### src/rtl/assert_macros.svh
// ----------------------------------------------------------------------------
// assert_macros
// Assertion helpers for the scanner RTL.
// ----------------------------------------------------------------------------
// Each macro expects clk and rst_n to be visible where it is used.
`ifndef ASSERT_MACROS_SVH
`define ASSERT_MACROS_SVH

// Property that must hold at every clock edge out of reset.
`define ASSERT_ALWAYS(lbl, expr, msg) \
    lbl: assert property (@(posedge clk) disable iff (!rst_n) (expr)) else $error(msg);

// Same-cycle implication.
`define ASSERT_IMPLY(lbl, ante, cons, msg) \
    lbl: assert property (@(posedge clk) disable iff (!rst_n) (ante) |-> (cons)) \
        else $error(msg);

`endif

### src/rtl/adrp_xref_pkg.sv
// ----------------------------------------------------------------------------
// adrp_xref_pkg
// Shared types, constants and instruction decode helpers for the ADRP scanner.
// ----------------------------------------------------------------------------
package adrp_xref_pkg;

    localparam int ADDR_W  = 64;
    localparam int WORD_W  = 32;
    localparam int COUNT_W = 31;
    localparam int LIMIT_W = 16;
    localparam int KIND_W  = 2;
    localparam int PAGE_W  = 12;
    localparam int IMM21_W = 21;

    localparam logic [COUNT_W-1:0] COUNT_MAX   = '1;
    localparam logic [LIMIT_W-1:0] LIMIT_RESET = '1;

    // output queue depth, a power of two of at least 2
    localparam int OUTQ_DEPTH = 4;

    localparam logic [WORD_W-1:0] ADRP_MASK = 32'h9F00_0000;
    localparam logic [WORD_W-1:0] ADRP_OPC  = 32'h9000_0000;
    localparam logic [WORD_W-1:0] ADDI_MASK = 32'h7F00_0000;
    localparam logic [WORD_W-1:0] ADDI_OPC  = 32'h1100_0000;

    typedef enum logic [KIND_W-1:0] {
        KIND_MATCH = 2'd0,
        KIND_DONE  = 2'd1,
        KIND_ERROR = 2'd2
    } kind_t;

    typedef struct packed {
        kind_t               kind;
        logic [ADDR_W-1:0]   addr;
        logic [COUNT_W-1:0]  count;
        logic                last;
    } result_t;

    // Stage register between item capture and match evaluation
    typedef struct packed {
        logic               present;
        logic               last;
        logic               aligned;
        logic               mode;
        logic [WORD_W-1:0]  adrp_word;
        logic               pair_ok;
        logic [ADDR_W-1:0]  adrp_pc;
        logic [ADDR_W-1:0]  cmp_value;
    } stage_t;

    function automatic logic is_adrp(input logic [WORD_W-1:0] w);
        return (w & ADRP_MASK) == ADRP_OPC;
    endfunction

    // Signed 21-bit page immediate of an ADRP: immhi then immlo
    function automatic logic [IMM21_W-1:0] adrp_imm(input logic [WORD_W-1:0] w);
        return {w[23:5], w[30:29]};
    endfunction

    // 64-bit ADD immediate, shift 0 or 12, with Rd and Rn equal to the ADRP's Rd
    function automatic logic add_pair_ok(input logic [WORD_W-1:0] adrp,
                                         input logic [WORD_W-1:0] a);
        return ((a & ADDI_MASK) == ADDI_OPC) && a[31] && !a[23]
            && (a[4:0] == adrp[4:0]) && (a[9:5] == adrp[4:0]);
    endfunction

    function automatic logic [ADDR_W-1:0] add_imm(input logic [WORD_W-1:0] a);
        logic [ADDR_W-1:0] imm;
        imm = {{(ADDR_W-12){1'b0}}, a[21:10]};
        if (a[22])
        begin
            imm = {{(ADDR_W-24){1'b0}}, a[21:10], 12'h000};
        end
        return imm;
    endfunction

endpackage

### src/rtl/adrp_xref_match.sv
// ----------------------------------------------------------------------------
// adrp_xref_match
// Forms the ADRP page of a staged item and compares it with the target.
// ----------------------------------------------------------------------------
module adrp_xref_match (
    input  adrp_xref_pkg::stage_t stage,
    output logic                  hit
);
    import adrp_xref_pkg::*;

    localparam int HI_W = ADDR_W - PAGE_W;

    logic [IMM21_W-1:0] imm;
    logic [HI_W-1:0]    page_hi;
    logic [ADDR_W-1:0]  page;
    logic               same;

    always_comb
    begin
        imm     = adrp_imm(stage.adrp_word);
        page_hi = stage.adrp_pc[ADDR_W-1:PAGE_W]
                + {{(HI_W-IMM21_W){imm[IMM21_W-1]}}, imm};
        page    = {page_hi, {PAGE_W{1'b0}}};
        // pair mode: cmp_value already has the ADD immediate taken off
        if (stage.mode)
        begin
            same = (page == stage.cmp_value);
        end
        else
        begin
            same = (page_hi == stage.cmp_value[ADDR_W-1:PAGE_W]);
        end
        hit = stage.present && stage.aligned && is_adrp(stage.adrp_word)
            && stage.pair_ok && same;
    end

endmodule

### src/rtl/adrp_xref_outq.sv
// ----------------------------------------------------------------------------
// adrp_xref_outq
// Small result queue: up to two pushes and one pop per cycle.
// ----------------------------------------------------------------------------
`include "assert_macros.svh"

module adrp_xref_outq (
    input  logic                   clk,
    input  logic                   rst_n,
    input  logic                   push0,
    input  logic                   push1,
    input  adrp_xref_pkg::result_t data0,
    input  adrp_xref_pkg::result_t data1,
    input  logic                   pop,
    output adrp_xref_pkg::result_t head,
    output logic                   not_empty,
    output logic                   room_two
);
    import adrp_xref_pkg::*;

    localparam int PTR_W = $clog2(OUTQ_DEPTH);
    localparam int CNT_W = $clog2(OUTQ_DEPTH + 1);
    localparam logic [CNT_W-1:0] DEPTH_C   = CNT_W'(OUTQ_DEPTH);
    localparam logic [CNT_W-1:0] DEPTH_M2  = CNT_W'(OUTQ_DEPTH - 2);

    result_t            mem [OUTQ_DEPTH];
    logic [PTR_W-1:0]   wr_ptr_reg, wr_ptr_next;
    logic [PTR_W-1:0]   rd_ptr_reg, rd_ptr_next;
    logic [CNT_W-1:0]   count_reg, count_next;
    logic [PTR_W-1:0]   wr_ptr_p1;

    always_comb
    begin
        wr_ptr_p1   = wr_ptr_reg + PTR_W'(1);
        wr_ptr_next = wr_ptr_reg + PTR_W'(push0) + PTR_W'(push1);
        rd_ptr_next = rd_ptr_reg + PTR_W'(pop);
        count_next  = count_reg + CNT_W'(push0) + CNT_W'(push1) - CNT_W'(pop);
    end

    always_ff @(posedge clk or negedge rst_n)
    begin
        if (!rst_n)
        begin
            wr_ptr_reg <= '0;
            rd_ptr_reg <= '0;
            count_reg  <= '0;
        end
        else
        begin
            wr_ptr_reg <= wr_ptr_next;
            rd_ptr_reg <= rd_ptr_next;
            count_reg  <= count_next;
        end
    end

    always_ff @(posedge clk)
    begin
        if (push0)
        begin
            mem[wr_ptr_reg] <= data0;
        end
        if (push1)
        begin
            mem[wr_ptr_p1] <= data1;
        end
    end

    assign head      = mem[rd_ptr_reg];
    assign not_empty = (count_reg != '0);
    assign room_two  = (count_reg <= DEPTH_M2);

    `ASSERT_ALWAYS(a_count_bound, count_reg <= DEPTH_C, "result queue count over depth")
    `ASSERT_IMPLY(a_push_order, push1, push0, "second push without first")
    `ASSERT_IMPLY(a_pop_nonempty, pop, count_reg != '0, "pop from empty result queue")

endmodule

### src/rtl/arm64_adrp_xref_scanner_core.sv
// ----------------------------------------------------------------------------
// arm64_adrp_xref_scanner_core
// ADRP / ADRP+ADD address reference scanner over an instruction word stream.
// ----------------------------------------------------------------------------
// One instruction item is accepted per clock unless in_stall is high. An
// item is captured into a stage register (address add and pair decode), then
// checked from that register (page add and compare) once the output queue has
// room for two results, and its results written to a 4-entry output queue. An
// item that is both a reported match and the region end gives two results,
// popped from the queue one at a time. Input is stalled only while the output
// queue has fewer than two free slots. A base address that is not 4-byte
// aligned suppresses matching and ends the region with an error result.
`include "assert_macros.svh"

module arm64_adrp_xref_scanner_core (
    input  logic                                clk,
    input  logic                                rst_n,
    // configuration
    input  logic                                cfg_write,
    input  logic [1:0]                          cfg_index,
    input  logic [adrp_xref_pkg::ADDR_W-1:0]    cfg_data,
    // instruction items
    input  logic                                in_valid,
    output logic                                in_stall,
    input  logic [adrp_xref_pkg::WORD_W-1:0]    insn_word,
    input  logic                                word_present,
    input  logic                                end_of_region,
    // results
    output logic                                out_valid,
    input  logic                                out_stall,
    output logic [adrp_xref_pkg::KIND_W-1:0]    result_kind,
    output logic [adrp_xref_pkg::ADDR_W-1:0]    match_address,
    output logic [adrp_xref_pkg::COUNT_W-1:0]   match_count,
    output logic                                last_result
);
    import adrp_xref_pkg::*;

    localparam logic [1:0] CFG_BASE   = 2'd0;
    localparam logic [1:0] CFG_TARGET = 2'd1;
    localparam logic [1:0] CFG_MODE   = 2'd2;
    localparam logic [1:0] CFG_LIMIT  = 2'd3;
    localparam logic [ADDR_W-1:0] WORD_BYTES = ADDR_W'(4);

    // configuration registers
    logic [ADDR_W-1:0]  base_reg;
    logic [ADDR_W-1:0]  target_reg;
    logic               mode_reg;
    logic [LIMIT_W-1:0] limit_reg;

    always_ff @(posedge clk or negedge rst_n)
    begin
        if (!rst_n)
        begin
            base_reg   <= '0;
            target_reg <= '0;
            mode_reg   <= 1'b0;
            limit_reg  <= LIMIT_RESET;
        end
        else if (cfg_write)
        begin
            case (cfg_index)
                CFG_BASE:   base_reg   <= cfg_data;
                CFG_TARGET: target_reg <= cfg_data;
                CFG_MODE:   mode_reg   <= cfg_data[0];
                CFG_LIMIT:  limit_reg  <= cfg_data[LIMIT_W-1:0];
                default:    ;
            endcase
        end
    end

    // scan position and previous word
    logic [ADDR_W-1:0]  offset_reg, offset_next;
    logic [ADDR_W-1:0]  prev_offset_reg, prev_offset_next;
    logic [WORD_W-1:0]  prev_word_reg, prev_word_next;
    logic               prev_valid_reg, prev_valid_next;

    logic               stage_valid_reg, stage_valid_next;
    stage_t             stage_reg, stage_next;
    logic [COUNT_W-1:0] found_reg, found_next;

    logic               in_accept;
    logic               out_accept;
    logic               stage_fire;
    logic               room_two;
    logic               not_empty;
    logic               hit;
    logic               emit_match;
    logic [COUNT_W-1:0] found_after;
    logic               push0, push1;
    result_t            data0, data1, r_match, r_end, head;
    logic [ADDR_W-1:0]  sel_offset;
    logic               out_is_match;

    assign stage_fire = stage_valid_reg && room_two;
    assign in_stall   = stage_valid_reg && !room_two;
    assign in_accept  = in_valid && !in_stall;
    assign out_accept = out_valid && !out_stall;

    // capture stage: pick the ADRP candidate and its address
    always_comb
    begin
        sel_offset = mode_reg ? prev_offset_reg : offset_reg;

        stage_next.present   = word_present;
        stage_next.last      = end_of_region;
        stage_next.aligned   = (base_reg[1:0] == 2'b00);
        stage_next.mode      = mode_reg;
        stage_next.adrp_word = mode_reg ? prev_word_reg : insn_word;
        stage_next.pair_ok   = !mode_reg
                             || (prev_valid_reg && add_pair_ok(prev_word_reg, insn_word));
        stage_next.adrp_pc   = base_reg + sel_offset;
        stage_next.cmp_value = mode_reg ? (target_reg - add_imm(insn_word)) : target_reg;

        offset_next      = offset_reg;
        prev_offset_next = prev_offset_reg;
        prev_word_next   = prev_word_reg;
        prev_valid_next  = prev_valid_reg;
        if (in_accept && word_present)
        begin
            prev_offset_next = offset_reg;
            offset_next      = offset_reg + WORD_BYTES;
            prev_word_next   = insn_word;
            prev_valid_next  = 1'b1;
        end
        // region closed: start the next one from scratch
        if (in_accept && end_of_region)
        begin
            offset_next      = '0;
            prev_offset_next = '0;
            prev_word_next   = '0;
            prev_valid_next  = 1'b0;
        end

        if (in_accept)
        begin
            stage_valid_next = 1'b1;
        end
        else if (stage_fire)
        begin
            stage_valid_next = 1'b0;
        end
        else
        begin
            stage_valid_next = stage_valid_reg;
        end
    end

    adrp_xref_match u_match (
        .stage (stage_reg),
        .hit   (hit)
    );

    // evaluate stage: count, report and close
    always_comb
    begin
        emit_match  = hit && (found_reg < {{(COUNT_W-LIMIT_W){1'b0}}, limit_reg});
        found_after = found_reg;
        if (hit && (found_reg != COUNT_MAX))
        begin
            found_after = found_reg + COUNT_W'(1);
        end

        r_match.kind  = KIND_MATCH;
        r_match.addr  = stage_reg.adrp_pc;
        r_match.count = '0;
        r_match.last  = 1'b0;

        r_end.kind  = stage_reg.aligned ? KIND_DONE : KIND_ERROR;
        r_end.addr  = '0;
        r_end.count = stage_reg.aligned ? found_after : '0;
        r_end.last  = 1'b1;

        push0 = stage_fire && (emit_match || stage_reg.last);
        push1 = stage_fire && emit_match && stage_reg.last;
        data0 = emit_match ? r_match : r_end;
        data1 = r_end;

        found_next = found_reg;
        if (stage_fire)
        begin
            found_next = stage_reg.last ? '0 : found_after;
        end
    end

    always_ff @(posedge clk or negedge rst_n)
    begin
        if (!rst_n)
        begin
            offset_reg      <= '0;
            prev_offset_reg <= '0;
            prev_word_reg   <= '0;
            prev_valid_reg  <= 1'b0;
            stage_valid_reg <= 1'b0;
            found_reg       <= '0;
        end
        else
        begin
            offset_reg      <= offset_next;
            prev_offset_reg <= prev_offset_next;
            prev_word_reg   <= prev_word_next;
            prev_valid_reg  <= prev_valid_next;
            stage_valid_reg <= stage_valid_next;
            found_reg       <= found_next;
        end
    end

    // payload only, held until the next accepted item
    always_ff @(posedge clk)
    begin
        if (in_accept)
        begin
            stage_reg <= stage_next;
        end
    end

    adrp_xref_outq u_outq (
        .clk       (clk),
        .rst_n     (rst_n),
        .push0     (push0),
        .push1     (push1),
        .data0     (data0),
        .data1     (data1),
        .pop       (out_accept),
        .head      (head),
        .not_empty (not_empty),
        .room_two  (room_two)
    );

    assign out_valid     = not_empty;
    assign result_kind   = head.kind;
    assign match_address = head.addr;
    assign match_count   = head.count;
    assign last_result   = head.last;

    assign out_is_match = out_valid && (result_kind == KIND_MATCH);

    `ASSERT_IMPLY(a_last_kind, out_valid && last_result, result_kind != KIND_MATCH, "end kind")
    `ASSERT_IMPLY(a_match_fields, out_is_match, match_count == '0 && !last_result, "bad match")
    `ASSERT_ALWAYS(a_stall_stage, !in_stall || stage_valid_reg, "stall with empty stage")

endmodule

### config.mk
export PLATFORM = sky130hd
export DESIGN_NAME = arm64_adrp_xref_scanner_core
export DESIGN_NICKNAME = d
export VERILOG_FILES = /design/src/rtl/adrp_xref_pkg.sv /design/src/rtl/adrp_xref_match.sv /design/src/rtl/adrp_xref_outq.sv /design/src/rtl/arm64_adrp_xref_scanner_core.sv
export VERILOG_INCLUDE_DIRS = /design/src /design/src/rtl
export SDC_FILE = /design/constraint.sdc
export NUM_CORES = 2
export LEC_CHECK = 0
export BUFFER_PORTS_ARGS = -buffer_cell sky130_fd_sc_hd__clkbuf_2
export CAP_MARGIN = 0
export CORE_ASPECT_RATIO = 1.75
export CORE_MARGIN = 2
export CORE_UTILIZATION = 30
export DETAILED_ROUTE_END_ITERATION = 8
export GPL_ROUTABILITY_DRIVEN = 1
export GPL_TIMING_DRIVEN = 0
export PLACE_DENSITY_LB_ADDON = 0.25
export REMOVE_ABC_BUFFERS = 1
export SYNTH_ARGS = -nofsm -noshare
export SYNTH_HDL_FRONTEND = slang
export SYNTH_SLANG_ARGS = --single-unit
### constraint.sdc
create_clock -name clk -period 7.2 [get_ports clk]
set_input_delay 0.72 -clock clk [delete_from_list [all_inputs] [get_ports clk]]
set_output_delay 0.72 -clock clk [all_outputs]
set_load 0.02 [all_outputs]
==> summary.md <==
| Metric | Value |
|---|---|
| Outcome | `finished, final reports clean` |
| Via count | `36175` |
| CTS buffer count | `84` |
| Final worst-path cycle share | `0.981` |
| Power Density | `350 mW/mm^2` |
| Clock Tree Buf Depth | `3` |
| Commonest non-fill, non-tap cell in the layout | `nand2_1` |
| Fin Clk Skew | `0.0309 ns` |
| Post-synthesis sequential area ratio | `0.476` |
| Synth Instances | `4477` |
| Mean post-synth cell area | `10.6 um^2` |
| Reg-to-reg startpoint | `stage_reg[152]` |
| LEAKAGE | `0.0222 uW` |
| Compound-Gate Fraction of Synth Area | `0.139` |
| Placed Area | `0.0511 mm^2` |
| H-tree Lvls | `3` |
| CP Launch Type | `register` |
| Least-Margin Pin Slew | `1.42 ns` |
| DP Worst Slack | `-1.39 ns` |
| Multi-input gate area | `0.0237 mm^2` |
| DP HPWL | `130000 um` |
| Netlist cell types | `99` |
| Layout cells sized above 1 | `0.189` |
| Setup crit end | `u_outq.count_reg[2]` |
| Final Hold Viols | `0` |
| FF-to-FF path depth | `21` |
| Full die area | `0.161 mm^2` |
| Asr flop ratio synth | `0.383` |
| Post-route total power | `19000 uW` |
| Drt via density | `5.37` |
| Multiplexer share of the synthesized area | `0.112` |
| Peak supply drop | `0.226 mV` |
| Synth top area share | `0.185` |
| Area leader, netlist | `edfxtp_1` |
| Final instance area | `0.0544 mm^2` |
| Worst-path maximum fanout | `14` |
| Core area | `0.157 mm^2` |
| XOR/XNOR Fraction of Synth Area | `0.0455` |
| Register Area | `0.0226 mm^2` |
| CP Class | `register to register` |
| Iter 0 DRT Violations | `2078` |
| Initial antenna violation count | `34` |
| FF-to-FF End | `u_outq.count_reg[2]` |
| Global-route wire length before repair | `250000 um` |
| GRT Total Usage | `0.208` |
| Initial Utilization | `0.302` |
| Fin crit period | `7.06 ns` |
| Drt drc | `0` |
| Max cap viols | `0` |
| Most frequent cells in the layout | `nand2_1, dfrtp_1, nor2_1, edfxtp_1, dfxtp_1` |
| CTS tree | `done` |
| Final Wtd Congestion | `0.959` |
| Reg2Reg Setup Slack | `0.14 ns` |
| Cell row count | `192` |
| Die W | `304 um` |
| Post-Route WL | `170000 um` |
| First-pass DRT Iterations | `8` |
| Clk sinks | `894` |
| Die Y | `530 um` |
| Final setup violation count | `0` |
| Synth top area cells | `edfxtp_1, dfrtp_1, dfxtp_1` |
| Grt ovf | `0` |
| Crit. Startpoint | `stage_reg[152]` |
| Max-slew headroom | `0.0480` |
| Required @ worst endpoint | `7.78 ns` |
| Mapped Area | `0.0474 mm^2` |
| Main combinational cell family by area after synthesis | `simple AND/OR/NAND/NOR gates` |
| RSZ-0062 raised after global routing | `yes` |
| Post-Synth Adder-Cell Area | `0.0443` |
| Max FFs per register | `392` |
| Clock Latency Late Sink | `0.71 ns` |
| PortBufs | `204` |
| Worst-path clk slew | `0.07 ns` |
| Vias in the first global route | `36708` |
| Root Driver | `clkbuf_16` |
| Post-synth EDFFs | `292` |
| Pin count of the biggest net entering global routing | `103` |
| Post-synthesis simple-gate area fraction | `0.153` |
| Critical Path AT | `7.65 ns` |
| Hold Crit Class | `primary input to register` |
| Antenna Nets Post-Route | `0` |
| Hold slack final | `0.246 ns` |
| Wirelength per Cell | `25.3 um` |
| Slew Limit Fails | `0` |
| Synth warnings | `0` |
| Filler instances | `15737` |
| Critical path capture point type | `register` |
| Ys flop type | `dfrtp_1` |
| Setup TNS | `0 ns` |
| Area Growth Syn to Fin | `14.9%` |
| Fin nets | `4874` |
| IO Pins | `205` |
| Yosys reg bits | `894` |
| Peak Freq | `0.142 GHz` |
| Post-route setup slack | `0.138 ns` |
worst min path at each step:
stage	from	endpoint	cells past startpoint
finish	word_present	stage_reg[164]	1
global route	word_present	stage_reg[164]	1
CTS	word_present	stage_reg[164]	1
detailed placement	u_outq.mem[2][79]	u_outq.mem[2][79]	2
global placement	u_outq.mem[0][34]	u_outq.mem[0][34]	2
floorplan	rst_n	base_reg[0]	0
cells by family (layout without fill, tap and decap cells):
logic type,count (synthesis),after routing
xor gates and xnor gates,246,246
DFF,894,894
buffers and inverters,336,536
AOI/OAI and AO/OA,938,938
other,0,21
adders and majority gates,164,164
muxes,377,377
and+or+nand+nor,1522,1522
worst max-delay path, cell delays in order, from the launching register on:
cell and delay [ns]:
edfxtp_1 0.41, buf_12 0.18, buf_4 0.15, ha_1 0.53, a21oi_1 0.23, o21ai_0 0.55, mux2i_2 0.56, nand3_1 0.13
or4_1 0.55, nor4_2 0.48, and3_1 0.24, nand4_1 0.11, nor3_1 0.29, nand4_1 0.12, buf_4 0.18, or4b_2 0.66
or2_2 0.32, ha_1 0.28, inv_1 0.05, fa_1 0.40, fa_1 0.39, xnor2_1 0.13
layout make-up:
| class | instances | area share |
|---|---|---|
| Timing Repair Buffer | 293 | 0.0430 |
| Inverter | 85 | 0.00586 |
| Clock inverter | 38 | 0.00796 |
| Tap cell | 2037 | 0.0468 |
| Sequential cell | 894 | 0.415 |
| Multi-Input combinational cell | 3247 | 0.435 |
| Antenna cell | 21 | 0.000966 |
| Clock buffer | 120 | 0.0456 |
timing repair:
item | 4_1_cts | 5_1_grt
pin swaps | 4 | 3
endpoints found under the hold margin | 32 | 0
endpoints found under the setup margin | 539 | 170
gates resized for setup | 25 | 8
hold buffers | 1 | 0
setup buffers | 12 | 3
gates cloned | 0 | 0
power breakdown:
part / internal (uW) / switching (uW)
clock network: 2650 / 2100
logic: 2530 / 4870
registers: 6040 / 832
Yosys cell counts, drive strengths merged, types with 24 or more instances:
cell type / count
dfrtp: 326
o21a: 30
or3: 33
o21ai: 169
a21o: 94
and2: 26
mux4: 98
nand4: 76
buf: 106
a21oi: 189
dfxtp: 260
nand3: 201
mux2: 254
a22o: 225
nor2: 312
clkbuf: 145
nor3: 139
nand2b: 38
ha: 158
nand2: 509
a31oi: 24
edfxtp: 292
nor2b: 25
nor4: 37
and3: 41
xnor2: 128
inv: 84
mux2i: 25
xor2: 118
metrics by stage:
| stage | utilization | instances |
|---|---|---|
| 6_report | 0.347 | 6735 |
| 5_1_grt | 0.347 | 6726 |
| 4_1_cts | 0.347 | 6710 |
| 3_5_place_dp | 0.326 | 6539 |
| 3_3_place_gp | 0.318 | 6467 |
| 2_1_floorplan | - | 4226 |
layer usage:
metal  vias up  track usage  share of wire
li1      16855            -              -
met1     17988        0.221           0.36
met2       926        0.379           0.52
met3       362       0.0339          0.044
met4        44        0.142          0.073
met5         -            0         0.0015
No activity file was read; power rests on OpenSTA's default activity.
